--- config.mk ---
export PLATFORM = sky130hd
export DESIGN_NAME = ipd_http_chunked_deframer_flat
export DESIGN_NICKNAME = d
export VERILOG_FILES = /design/src/rtl/ipd_pkg.sv /design/src/rtl/ipd_rx_if.sv /design/src/rtl/ipd_tx_if.sv /design/src/rtl/ipd_outer.sv /design/src/rtl/ipd_body.sv /design/src/rtl/ipd_http_chunked_deframer.sv /design/src/flat_wrapper.sv
export SDC_FILE = /design/constraint.sdc
export NUM_CORES = 1
export LEC_CHECK = 0
export BUFFER_PORTS_ARGS = -buffer_cell sky130_fd_sc_hd__buf_2
export CAP_MARGIN = 20
export CORE_MARGIN = 5
export CORE_UTILIZATION = 42
export CTS_CLUSTER_DIAMETER = 100
export DETAILED_ROUTE_END_ITERATION = 16
export SYNTH_ARGS = -nofsm -noshare
export SYNTH_HDL_FRONTEND = slang
export SYNTH_HIERARCHICAL = 1
export SYNTH_SLANG_ARGS = --single-unit
--- constraint.sdc ---
create_clock -name clk -period 3.9 [get_ports clk]
set_clock_uncertainty 0.1 [all_clocks]
set_input_delay 0.39 -clock clk [delete_from_list [all_inputs] [get_ports clk]]
set_output_delay 0.39 -clock clk [all_outputs]
set_load 0.1 [all_outputs]
--- src/rtl/ipd_pkg.sv ---
// shared constants, types and character helpers for the modem reply deframer
// no dependencies
`default_nettype none

package ipd_pkg;

    localparam int PACKET_LEN_BITS = 16;
    localparam int CHUNK_LEN_BITS  = 32;

    localparam logic [7:0] CH_PLUS  = 8'h2B;
    localparam logic [7:0] CH_I     = 8'h49;
    localparam logic [7:0] CH_P     = 8'h50;
    localparam logic [7:0] CH_D     = 8'h44;
    localparam logic [7:0] CH_COMMA = 8'h2C;
    localparam logic [7:0] CH_COLON = 8'h3A;
    localparam logic [7:0] CH_CR    = 8'h0D;
    localparam logic [7:0] CH_LF    = 8'h0A;
    localparam logic [7:0] CH_SPACE = 8'h20;
    localparam logic [7:0] CH_TAB   = 8'h09;
    localparam logic [7:0] CH_0     = 8'd48;
    localparam logic [7:0] CH_9     = 8'd57;
    localparam logic [7:0] CH_UA    = 8'd65;
    localparam logic [7:0] CH_UF    = 8'd70;
    localparam logic [7:0] CH_LA    = 8'd97;
    localparam logic [7:0] CH_LF_HEX = 8'd102;

    localparam logic [2:0] MARK_LEN = 3'd5;
    localparam logic [2:0] END_LEN  = 3'd4;
    localparam logic [2:0] WORD_LEN = 3'd7;

    typedef enum logic [1:0] {
        PH_FIND = 2'd0,
        PH_LEN  = 2'd1,
        PH_DATA = 2'd2
    } outer_phase_t;

    typedef enum logic {
        CHUNK_SIZE = 1'b0,
        CHUNK_DATA = 1'b1
    } chunk_phase_t;

    typedef struct packed {
        logic       valid;
        logic       restart;
        logic [7:0] data;
    } ipd_step_t;

    function automatic logic [7:0] mark_char(input logic [2:0] idx);
        logic [7:0] c;
        unique case (idx)
            3'd0:    c = CH_PLUS;
            3'd1:    c = CH_I;
            3'd2:    c = CH_P;
            3'd3:    c = CH_D;
            default: c = CH_COMMA;
        endcase
        return c;
    endfunction

    function automatic logic [7:0] end_char(input logic [2:0] idx);
        return idx[0] ? CH_LF : CH_CR;
    endfunction

    function automatic logic [7:0] word_char(input logic [2:0] idx);
        logic [7:0] c;
        unique case (idx)
            3'd0:    c = 8'h63;
            3'd1:    c = 8'h68;
            3'd2:    c = 8'h75;
            3'd3:    c = 8'h6E;
            3'd4:    c = 8'h6B;
            3'd5:    c = 8'h65;
            default: c = 8'h64;
        endcase
        return c;
    endfunction

    function automatic logic is_space(input logic [7:0] b);
        return (b == CH_SPACE) || (b >= CH_TAB && b <= CH_CR);
    endfunction

    function automatic logic [3:0] hex_value(input logic [7:0] b);
        logic [3:0] v;
        priority if (b >= CH_0 && b <= CH_9)
            v = b[3:0];
        else if ((b >= CH_UA && b <= CH_UF) || (b >= CH_LA && b <= CH_LF_HEX))
            v = b[3:0] + 4'd9;
        else if (b[7])
            v = 4'd0;
        else if (b[7:4] == 4'd0)
            v = b[3:0];
        else
            v = 4'hF;
        return v;
    endfunction

endpackage

`default_nettype wire

--- src/rtl/ipd_rx_if.sv ---
// input channel: valid/ready handshake with action and raw byte
// no dependencies
`default_nettype none

interface ipd_rx_if;
    logic       valid;
    logic       ready;
    logic       action;
    logic [7:0] byte_in;

    modport source (output valid, output action, output byte_in, input ready);
    modport sink   (input valid, input action, input byte_in, output ready);
endinterface

`default_nettype wire

--- src/rtl/ipd_tx_if.sv ---
// output channel: valid/ready handshake with one payload byte
// no dependencies
`default_nettype none

interface ipd_tx_if;
    logic       valid;
    logic       ready;
    logic [7:0] data_out;

    modport source (output valid, output data_out, input ready);
    modport sink   (input valid, input data_out, output ready);
endinterface

`default_nettype wire

--- src/rtl/ipd_outer.sv ---
// outer framing layer: marker hunt, decimal length, packet byte gating
// depends on ipd_pkg
`default_nettype none

module ipd_outer #(
    parameter int PACKET_LEN_BITS = ipd_pkg::PACKET_LEN_BITS
) (
    input  wire                clk,
    input  wire                rst_n,
    input  ipd_pkg::ipd_step_t step,
    output logic               pass
);

    localparam int AW = PACKET_LEN_BITS + 4;

    ipd_pkg::outer_phase_t      phase_reg, phase_next;
    logic [2:0]                 match_reg, match_next;
    logic [PACKET_LEN_BITS-1:0] acc_reg, acc_next;
    logic                       stop_reg, stop_next;
    logic [PACKET_LEN_BITS-1:0] remain_reg, remain_next;

    logic [2:0]  idx;
    logic [AW-1:0] acc_x10;
    logic        is_digit;

    always_comb
    begin
        idx      = (match_reg >= ipd_pkg::MARK_LEN) ? 3'd0 : match_reg;
        is_digit = (step.data >= ipd_pkg::CH_0) && (step.data <= ipd_pkg::CH_9);
        acc_x10  = ({4'd0, acc_reg} << 3) + ({4'd0, acc_reg} << 1)
                 + AW'(step.data[3:0]);

        phase_next  = phase_reg;
        match_next  = match_reg;
        acc_next    = acc_reg;
        stop_next   = stop_reg;
        remain_next = remain_reg;
        pass        = 1'b0;

        if (step.valid)
        begin
            if (step.restart)
            begin
                phase_next  = ipd_pkg::PH_FIND;
                match_next  = 3'd0;
                acc_next    = '0;
                stop_next   = 1'b0;
                remain_next = '0;
            end
            else
            begin
                unique case (phase_reg)
                    ipd_pkg::PH_LEN:
                    begin
                        if (step.data == ipd_pkg::CH_COLON)
                        begin
                            remain_next = acc_reg;
                            acc_next    = '0;
                            stop_next   = 1'b0;
                            phase_next  = ipd_pkg::PH_DATA;
                        end
                        else if (!stop_reg && is_digit)
                        begin
                            acc_next = (|acc_x10[AW-1:PACKET_LEN_BITS]) ? '1
                                     : acc_x10[PACKET_LEN_BITS-1:0];
                        end
                        else
                        begin
                            stop_next = 1'b1;
                        end
                    end
                    ipd_pkg::PH_DATA:
                    begin
                        if (remain_reg != '0)
                        begin
                            remain_next = remain_reg - 1'b1;
                            pass        = 1'b1;
                        end
                        else
                        begin
                            phase_next = ipd_pkg::PH_FIND;
                        end
                    end
                    default:
                    begin
                        phase_next = ipd_pkg::PH_FIND;
                        if (step.data == ipd_pkg::mark_char(idx))
                        begin
                            if (idx + 3'd1 == ipd_pkg::MARK_LEN)
                            begin
                                match_next = 3'd0;
                                phase_next = ipd_pkg::PH_LEN;
                            end
                            else
                            begin
                                match_next = idx + 3'd1;
                            end
                        end
                        else
                        begin
                            match_next = (step.data == ipd_pkg::CH_PLUS) ? 3'd1 : 3'd0;
                        end
                    end
                endcase
            end
        end
    end

    always_ff @(posedge clk or negedge rst_n)
    begin
        if (!rst_n)
        begin
            phase_reg  <= ipd_pkg::PH_FIND;
            match_reg  <= 3'd0;
            acc_reg    <= '0;
            stop_reg   <= 1'b0;
            remain_reg <= '0;
        end
        else
        begin
            phase_reg  <= phase_next;
            match_reg  <= match_next;
            acc_reg    <= acc_next;
            stop_reg   <= stop_next;
            remain_reg <= remain_next;
        end
    end

endmodule

`default_nettype wire

--- src/rtl/ipd_body.sv ---
// header skip and chunked body decoding for bytes inside a packet
// depends on ipd_pkg
`default_nettype none

module ipd_body #(
    parameter int CHUNK_LEN_BITS = ipd_pkg::CHUNK_LEN_BITS
) (
    input  wire                clk,
    input  wire                rst_n,
    input  ipd_pkg::ipd_step_t step,
    output logic               emit
);

    logic                      hdr_done_reg, hdr_done_next;
    logic [2:0]                end_match_reg, end_match_next;
    logic [2:0]                word_match_reg, word_match_next;
    logic                      chunked_reg, chunked_next;
    ipd_pkg::chunk_phase_t     cphase_reg, cphase_next;
    logic [CHUNK_LEN_BITS-1:0] cremain_reg, cremain_next;
    logic                      skip_reg, skip_next;

    logic [2:0] end_idx;

    always_comb
    begin
        end_idx = (end_match_reg >= ipd_pkg::END_LEN) ? 3'd0 : end_match_reg;

        hdr_done_next   = hdr_done_reg;
        end_match_next  = end_match_reg;
        word_match_next = word_match_reg;
        chunked_next    = chunked_reg;
        cphase_next     = cphase_reg;
        cremain_next    = cremain_reg;
        skip_next       = skip_reg;
        emit            = 1'b0;

        if (step.restart)
        begin
            hdr_done_next   = 1'b0;
            end_match_next  = 3'd0;
            word_match_next = 3'd0;
            chunked_next    = 1'b0;
            cphase_next     = ipd_pkg::CHUNK_SIZE;
            cremain_next    = '0;
            skip_next       = 1'b0;
        end
        else if (step.valid)
        begin
            if (!hdr_done_reg)
            begin
                if (word_match_reg < ipd_pkg::WORD_LEN)
                begin
                    if (step.data == ipd_pkg::word_char(word_match_reg))
                        word_match_next = word_match_reg + 3'd1;
                    else
                        word_match_next = (step.data == ipd_pkg::word_char(3'd0))
                                        ? 3'd1 : 3'd0;
                end
                if (step.data == ipd_pkg::end_char(end_idx))
                begin
                    if (end_idx + 3'd1 == ipd_pkg::END_LEN)
                    begin
                        end_match_next = 3'd0;
                        hdr_done_next  = 1'b1;
                        if (word_match_next == ipd_pkg::WORD_LEN)
                        begin
                            chunked_next = 1'b1;
                            cphase_next  = ipd_pkg::CHUNK_SIZE;
                            cremain_next = '0;
                            skip_next    = 1'b0;
                        end
                    end
                    else
                    begin
                        end_match_next = end_idx + 3'd1;
                    end
                end
                else
                begin
                    end_match_next = (step.data == ipd_pkg::CH_CR) ? 3'd1 : 3'd0;
                end
            end
            else if (!chunked_reg)
            begin
                emit = 1'b1;
            end
            else if (cphase_reg == ipd_pkg::CHUNK_SIZE)
            begin
                if (step.data == ipd_pkg::CH_LF)
                begin
                    cphase_next = ipd_pkg::CHUNK_DATA;
                    skip_next   = 1'b0;
                end
                else if (!ipd_pkg::is_space(step.data))
                begin
                    cremain_next = {cremain_reg[CHUNK_LEN_BITS-5:0],
                                    ipd_pkg::hex_value(step.data)};
                end
            end
            else if (cremain_reg != '0)
            begin
                cremain_next = cremain_reg - 1'b1;
                emit         = 1'b1;
            end
            else if (skip_reg)
            begin
                skip_next    = 1'b0;
                cphase_next  = ipd_pkg::CHUNK_SIZE;
                cremain_next = '0;
            end
            else
            begin
                skip_next = 1'b1;
            end
        end
    end

    always_ff @(posedge clk or negedge rst_n)
    begin
        if (!rst_n)
        begin
            hdr_done_reg   <= 1'b0;
            end_match_reg  <= 3'd0;
            word_match_reg <= 3'd0;
            chunked_reg    <= 1'b0;
            cphase_reg     <= ipd_pkg::CHUNK_SIZE;
            cremain_reg    <= '0;
            skip_reg       <= 1'b0;
        end
        else
        begin
            hdr_done_reg   <= hdr_done_next;
            end_match_reg  <= end_match_next;
            word_match_reg <= word_match_next;
            chunked_reg    <= chunked_next;
            cphase_reg     <= cphase_next;
            cremain_reg    <= cremain_next;
            skip_reg       <= skip_next;
        end
    end

endmodule

`default_nettype wire

--- src/rtl/ipd_http_chunked_deframer.sv ---
// each byte passes the input register and then the output register on its way out
// throughput: one byte per cycle unless tx stalls; the outer, header and chunk state update together
// an empty input register takes a new byte while a finished byte waits in the output register
// reset clears every framing and chunk state register and both stage valids
// a restart item returns the framing and chunk state to their reset values and gives no output
// depends on ipd_pkg, ipd_rx_if, ipd_tx_if, ipd_outer, ipd_body
`default_nettype none

module ipd_http_chunked_deframer #(
    parameter int PACKET_LEN_BITS = ipd_pkg::PACKET_LEN_BITS,
    parameter int CHUNK_LEN_BITS  = ipd_pkg::CHUNK_LEN_BITS
) (
    input  wire        clk,
    input  wire        rst_n,
    ipd_rx_if.sink     rx,
    ipd_tx_if.source   tx
);

    logic       in_valid_reg;
    logic       action_reg;
    logic [7:0] byte_reg;
    logic       out_valid_reg, out_valid_next;
    logic [7:0] data_reg;

    logic               advance;
    logic               pass;
    logic               emit;
    ipd_pkg::ipd_step_t outer_step;
    ipd_pkg::ipd_step_t body_step;

    assign advance  = !out_valid_reg || tx.ready;
    assign rx.ready = !in_valid_reg || advance;

    always_comb
    begin
        outer_step.valid   = in_valid_reg && advance;
        outer_step.restart = action_reg;
        outer_step.data    = byte_reg;

        body_step.valid    = pass;
        body_step.restart  = in_valid_reg && advance && action_reg;
        body_step.data     = byte_reg;

        if (advance)
            out_valid_next = in_valid_reg && emit;
        else
            out_valid_next = out_valid_reg;
    end

    ipd_outer #(
        .PACKET_LEN_BITS(PACKET_LEN_BITS)
    ) u_outer (
        .clk  (clk),
        .rst_n(rst_n),
        .step (outer_step),
        .pass (pass)
    );

    ipd_body #(
        .CHUNK_LEN_BITS(CHUNK_LEN_BITS)
    ) u_body (
        .clk  (clk),
        .rst_n(rst_n),
        .step (body_step),
        .emit (emit)
    );

    always_ff @(posedge clk or negedge rst_n)
    begin
        if (!rst_n)
        begin
            in_valid_reg  <= 1'b0;
            out_valid_reg <= 1'b0;
        end
        else
        begin
            if (rx.ready)
                in_valid_reg <= rx.valid;
            out_valid_reg <= out_valid_next;
        end
    end

    always_ff @(posedge clk)
    begin
        if (rx.ready && rx.valid)
        begin
            action_reg <= rx.action;
            byte_reg   <= rx.byte_in;
        end
        if (advance && in_valid_reg && emit)
            data_reg <= byte_reg;
    end

    assign tx.valid    = out_valid_reg;
    assign tx.data_out = data_reg;

endmodule

`default_nettype wire

--- src/flat_wrapper.sv ---
// flat-port wrapper written by rule: the top's interface ports become plain ports
module ipd_http_chunked_deframer_flat 
#(
    parameter int PACKET_LEN_BITS = ipd_pkg::PACKET_LEN_BITS,
    parameter int CHUNK_LEN_BITS  = ipd_pkg::CHUNK_LEN_BITS
)
  (clk, rst_n, rx_valid, rx_action, rx_byte_in, rx_ready, tx_valid, tx_data_out, tx_ready);
  ipd_rx_if rx_i ();
  ipd_tx_if tx_i ();
  input  wire clk;
  input  wire rst_n;
  input wire logic [$bits(rx_i.valid)-1:0] rx_valid;
  input wire logic [$bits(rx_i.action)-1:0] rx_action;
  input wire logic [$bits(rx_i.byte_in)-1:0] rx_byte_in;
  output wire logic [$bits(rx_i.ready)-1:0] rx_ready;
  output wire logic [$bits(tx_i.valid)-1:0] tx_valid;
  output wire logic [$bits(tx_i.data_out)-1:0] tx_data_out;
  input wire logic [$bits(tx_i.ready)-1:0] tx_ready;
  assign rx_i.valid = rx_valid;
  assign rx_i.action = rx_action;
  assign rx_i.byte_in = rx_byte_in;
  assign rx_ready = rx_i.ready;
  assign tx_valid = tx_i.valid;
  assign tx_data_out = tx_i.data_out;
  assign tx_i.ready = tx_ready;
  ipd_http_chunked_deframer #(.PACKET_LEN_BITS(PACKET_LEN_BITS), .CHUNK_LEN_BITS(CHUNK_LEN_BITS)) u_core (.clk(clk), .rst_n(rst_n), .rx(rx_i), .tx(tx_i));
endmodule
==> results of run 1 <==
## layer usage
layer	GRT usage (%)	vias up	wire length [um]
met5	0	-	0
met4	6.01	0	308
met2	31.4	177	9020
li1	-	3114	-
met1	24.1	3094	8320
met3	4.03	30	811
## synth_stat cells (8+ instances only)
library cell	count
nor2b_1	11
nand2b_1	16
nand4_1	8
o21ai_0	44
nand2_1	39
nor4_1	17
inv_1	36
o31ai_1	28
a32oi_1	15
edfxtp_1	17
a221o_1	13
nor2_1	76
xnor2_1	14
and3_1	8
o21ai_1	27
clkbuf_1	22
mux2i_1	9
nand3_1	16
a31oi_1	11
a21oi_1	55
dfrtp_1	82
a22oi_1	12
nor3_1	32
ha_1	55
## power breakdown
part	leakage [nW]	internal [mW]	switching (mW)
combinational	1.96	0.0356	0.0787
clock	0.160	0.575	0.427
sequential	1.30	1.06	0.0105
## cells by family after synthesis
kind of cell,synth area share (%)
mux,1.74
compound gates,26.5
buf+inv,4.86
xor+xnor,2.15
fa+ha+maj,9.92
flops,34.9
simple gates,19.9
## area by class of cell
cell class / instances / area share [%]
tap: 225 / 3.52
inverter: 38 / 1.78
sequential: 99 / 32.0
timing repair buffer: 41 / 3.19
clock buffer: 9 / 2.81
clock inverter: 7 / 1.34
multi-input combinational: 636 / 55.4
## per-stage QoR
stage / hold WS (ns) / utilization (%) / std cells
after detailed placement: 0.402 / 44.5 / 1039
after global placement: 0.389 / 44.5 / 1039
after global routing: 0.0779 / 46.5 / 1055
final: 0.0197 / 46.5 / 1055
after floorplan: -0.00559 / - / 809
after CTS: 0.0499 / 46.5 / 1055
## path summary, 6_finish.rpt
path                            cells after the start                     startpoint                             to  slack, ns
worst max-delay path                               11             u_core/byte_reg[3]     u_core/u_outer/acc_reg[14]       0.25
worst min-delay path                                1                          rst_n  u_core/u_body/cremain_reg[27]       0.02
worst max register to register                     11             u_core/byte_reg[3]     u_core/u_outer/acc_reg[14]       0.25
worst min register to register                      2  u_core/u_outer/remain_reg[15]  u_core/u_outer/remain_reg[15]       0.42
max in group asynchronous                           2                          rst_n      u_core/u_outer/acc_reg[4]       2.88
min in group clk                                    1                  rx_byte_in[5]             u_core/byte_reg[5]       0.10
## worst register-to-register path: stages, from the launching register on
cell      delay [ns]
edfxtp_1        0.43
fa_1            0.58
inv_1           0.07
fa_1            0.46
nand2b_1        0.19
a21oi_2         0.18
o31a_1          0.23
o21bai_1        0.10
a31oi_1         0.18
mux2i_1         0.33
a41oi_4         0.30
a221o_2         0.39
==> results.yml, run 1 <==
drt:
  ant_nets: 0
  drc: 0
  avgRoutedWirePerCell_um: 17.5
  wl_mm: 18.5
  first_iter_violations: 419
  dr.pass1.iters: 5
  drt-vias-per-instance: 6.08
  vias: 6415
worst_setup_path:
  worstPathCellList: "fa_1 > inv_1 > fa_1 > nand2b_1 > a21oi_2 > o31a_1 > o21bai_1 > a31oi_1 > mux2i_1 > a41oi_4 > a221o_2"
  worst_ep_required_time_ns: 4.03
  crit_arrival_ns: 3.78
  worst_setup_path_start_kind: "flip-flop"
  cp_num_buf_inv: 1
  crit_path_frequent_cell: "fa_1"
  path_max_fanout: 16
  slowest_delay_ns: 0.58
  crit_path_end_kind: "flip-flop"
  worstSetupPathType: "flip-flop to flip-flop"
  crit_family: "compound AO/OA/AOI/OAI gates"
  crit_path_top_delay_cell: "fa_1"
clocking:
  clock_latency_ns: 0.35
  cts_tree: "built"
  post_cts_buffers: 0
  numCtsBuffers: 9
  numClockSinks: 99
  cts_resized: 0
  clock_path_buffers: 2
  root_buffer: "clkbuf_16"
  htreeDepth: 3
  path_clk_slew_ns: 0.07
  cts_hold_buffers: 0
power:
  power_mw: 2.18
  vdd_drop_max_mv: 0.195
  power_leakage_nw: 3.42
  p_per_area_nw_per_um2: 273
sta:
  maxSlewViolCount: 0
  max_slew_margin_pct: 42.3
  setup_viol: 0
  rsz0062_at_grt: "false"
  timing.final.crit_period_ns: 3.65
  setup_ws_ns: 0.250
  tns_ns: 0
  tightest_slew_ns: 0.858
  clock.fmax_mhz: 274
  hold_viol_final: 0
  finalCritPeriodShare_pct: 93.6
cells_and_area:
  fillers: 1617
  multi_input_area_um2: 4430
  largest_reg_flops: 32
  drive_gt1_share_pct: 12.2
  antenna_cells: 0
  final_area_um2: 8010
  layout_commonest_cell: "dfrtp_1"
  seqCellArea_um2: 2560
  syn2layout_area_growth_pct: 9.12
  fin_nets: 895
  final_cell_mix: "82 x dfrtp_1, 76 x nor2_1, 55 x a21oi_1, 55 x ha_1, 44 x o21ai_0"
global_routing:
  grt_antenna_before_repair: 0
  first_global_vias: 6424
  grt_start_max_net_pins: 62
  overflow: 0
  grt_pass1_wl_mm: 31.6
  track_usage_pct: 18.7
floorplan:
  die_h_um: 142
  start_util_pct: 42.6
  rows: 48
  io_pins: 23
  dieArea_um2: 20200
  core_area_um2: 17200
  die_x_um: 142
yosys:
  yosysTopAreaCell: "dfrtp_1"
  syn_area_per_cell_um2: 9.07
  synth_top_flop_cell: "dfrtp_1"
  synthDistinctLibCells: 90
  synth_edf_count: 17
  synth_cells: 809
  syn_area_um2: 7340
  ys_warn_count: 6
  yosysSeqAreaShare_pct: 34.9
  synth_area_leaders: "dfrtp_1 28%, ha_1 9.4%, edfxtp_1 7.0%"
  synth-seq-cells: 99
  synth_nets: 879
  async_flop_share_pct: 82.8
  synth.top_cell.area_share_pct: 28.0
placed_design:
  place_ws_ns: 0.256
  portBuffers: 22
  postPlaceCellArea_um2: 7670
  gp_routability_congestion: 0.888
  dp_hpwl_mm: 13.5
flow_run:
  drv_cap: 0
hold_path:
  hold_path.class: "input port to asynchronous set/reset pin"
run_status:
  status: "finished clean"
Power figures use the tool's default switching activity.
==> inputs of run 2 (changes only) <==
Settings changed: PLACE_DENSITY from default to 0.55.
==> results.yml, run 2 (synthesized netlist as in run 1, its figures left out) <==
power:
  vdd_drop_max_mv: 0.293
  p_per_area_nw_per_um2: 266
  power_leakage_nw: 3.42
global_routing:
  first_global_vias: 6511
  track_usage_pct: 19.3
  grt_antenna_before_repair: 0
  grt_start_max_net_pins: 67
  grt_pass1_wl_mm: 32.3
  overflow: 0
clocking:
  cts_tree: "built"
  clock_latency_ns: 0.35
  clock_path_buffers: 2
  numCtsBuffers: 9
  root_buffer: "clkbuf_16"
  cts_hold_buffers: 0
  numClockSinks: 99
  post_cts_buffers: 0
  path_clk_slew_ns: 0.07
  cts_resized: 0
  htreeDepth: 3
floorplan:
  rows: 48
  core_area_um2: 17200
  io_pins: 23
  dieArea_um2: 20200
  die_h_um: 142
  start_util_pct: 42.6
  die_x_um: 142
run_status:
  status: "finished clean"
cells_and_area:
  final_cell_mix: "82 x dfrtp_1, 76 x nor2_1, 55 x a21oi_1, 55 x ha_1, 44 x o21ai_0"
  final_area_um2: 7990
  fillers: 1633
  fin_nets: 894
  largest_reg_flops: 32
  seqCellArea_um2: 2560
  multi_input_area_um2: 4430
  layout_commonest_cell: "dfrtp_1"
  antenna_cells: 0
  drive_gt1_share_pct: 12.1
  layout.cells.non_filler: 1054
  syn2layout_area_growth_pct: 8.87
worst_setup_path:
  worst_setup_path_start_kind: "flip-flop"
  path_max_fanout: 16
  crit_path_end_kind: "flip-flop"
  crit_family: "compound AO/OA/AOI/OAI gates"
  crit_start: "u_core/byte_reg[3]"
  slowest_delay_ns: 0.59
  worst_ep_required_time_ns: 4.04
  crit_path_top_delay_cell: "fa_1"
  worstSetupPathType: "flip-flop to flip-flop"
  r2r-start: "u_core/byte_reg[3]"
  cp_num_buf_inv: 1
  worstPathCellList: "fa_1 > inv_1 > fa_1 > nand2b_1 > a21oi_2 > o31a_1 > o21bai_1 > a31oi_1 > mux2i_1 > a41oi_4 > a221o_2"
  crit_path_frequent_cell: "fa_1"
  crit_arrival_ns: 3.76
sta:
  hold_ws_ns: 0.0515
  tightest_slew_ns: 0.861
  setup_viol: 0
  timing.final.crit_period_ns: 3.62
  clock.fmax_mhz: 276
  hold_viol_final: 0
  rsz0062_at_grt: "false"
  maxSlewViolCount: 0
  max_slew_margin_pct: 42.6
  finalCritPeriodShare_pct: 92.8
  tns_ns: 0
drt:
  wl_mm: 19.0
  drt-vias-per-instance: 6.10
  first_iter_violations: 516
  drc: 0
  dr.pass1.iters: 5
  avgRoutedWirePerCell_um: 18.1
  vias: 6429
  ant_nets: 0
flow_run:
  drv_cap: 0
hold_path:
  hold_path.class: "input port to asynchronous set/reset pin"
placed_design:
  gp_routability_congestion: 0.852
  dp_hpwl_mm: 13.8
  postPlaceCellArea_um2: 7680
  portBuffers: 22
  place_inst: 1038
-- run 2: final cells by class --
| type | instances | area share (%) |
|---|---|---|
| Multi-Input combinational cell | 636 | 55.5 |
| Sequential cell | 99 | 32.1 |
| Tap cell | 225 | 3.52 |
| Timing Repair Buffer | 40 | 3.26 |
| Clock buffer | 10 | 2.99 |
| Inverter | 38 | 1.79 |
| Clock inverter | 6 | 0.877 |
-- run 2: through the flow --
step           worst slack, ns  total power [mW]  utilization (%)
4_1_cts                  0.283              2.16             46.3
3_5_place_dp             0.306              1.21             44.5
6_report                 0.282              2.12             46.3
3_3_place_gp             0.364              1.20             44.5
2_1_floorplan            0.524              1.15                -
5_1_grt                 0.0953              2.21             46.3
-- run 2: routing by layer --
| metal | wire, um | vias to the layer above | global-route usage, % |
|---|---|---|---|
| met2 | 9210 | 140 | 31.8 |
| met3 | 663 | 17 | 4.23 |
| met5 | 0 | - | 0 |
| li1 | - | 3115 | - |
| met1 | 8900 | 3157 | 25.4 |
| met4 | 259 | 0 | 5.96 |
-- run 2: path summary, 6_finish.rpt --
kind / end / slack [ns] / cells past startpoint
worst max register to register: u_core/u_outer/acc_reg[1] / 0.28 / 11
worst max-delay path: u_core/u_outer/acc_reg[1] / 0.28 / 11
min in group clk: u_core/byte_reg[0] / 0.11 / 1
worst min-delay path: u_core/u_body/cremain_reg[1] / 0.05 / 1
max in group asynchronous: u_core/u_outer/remain_reg[15] / 2.88 / 2
worst min register to register: u_core/u_body/end_match_reg[1] / 0.43 / 2
-- run 2: where the power goes --
| part | total (mW) | switching, mW | internal (mW) |
|---|---|---|---|
| Clock | 0.938 | 0.416 | 0.522 |
| Sequential | 1.07 | 0.0126 | 1.06 |
| Combinational | 0.114 | 0.0787 | 0.0356 |
| Total | 2.12 | 0.507 | 1.62 |
-- run 2: worst reg2reg max path: stages, from the launching register on --
cell and delay [ns]:
edfxtp_1 0.43, fa_1 0.59, inv_1 0.07, fa_1 0.44, nand2b_1 0.19, a21oi_2 0.19, o31a_1 0.22, o21bai_1 0.11
a31oi_1 0.18, mux2i_1 0.32, a41oi_4 0.30, a221o_2 0.39
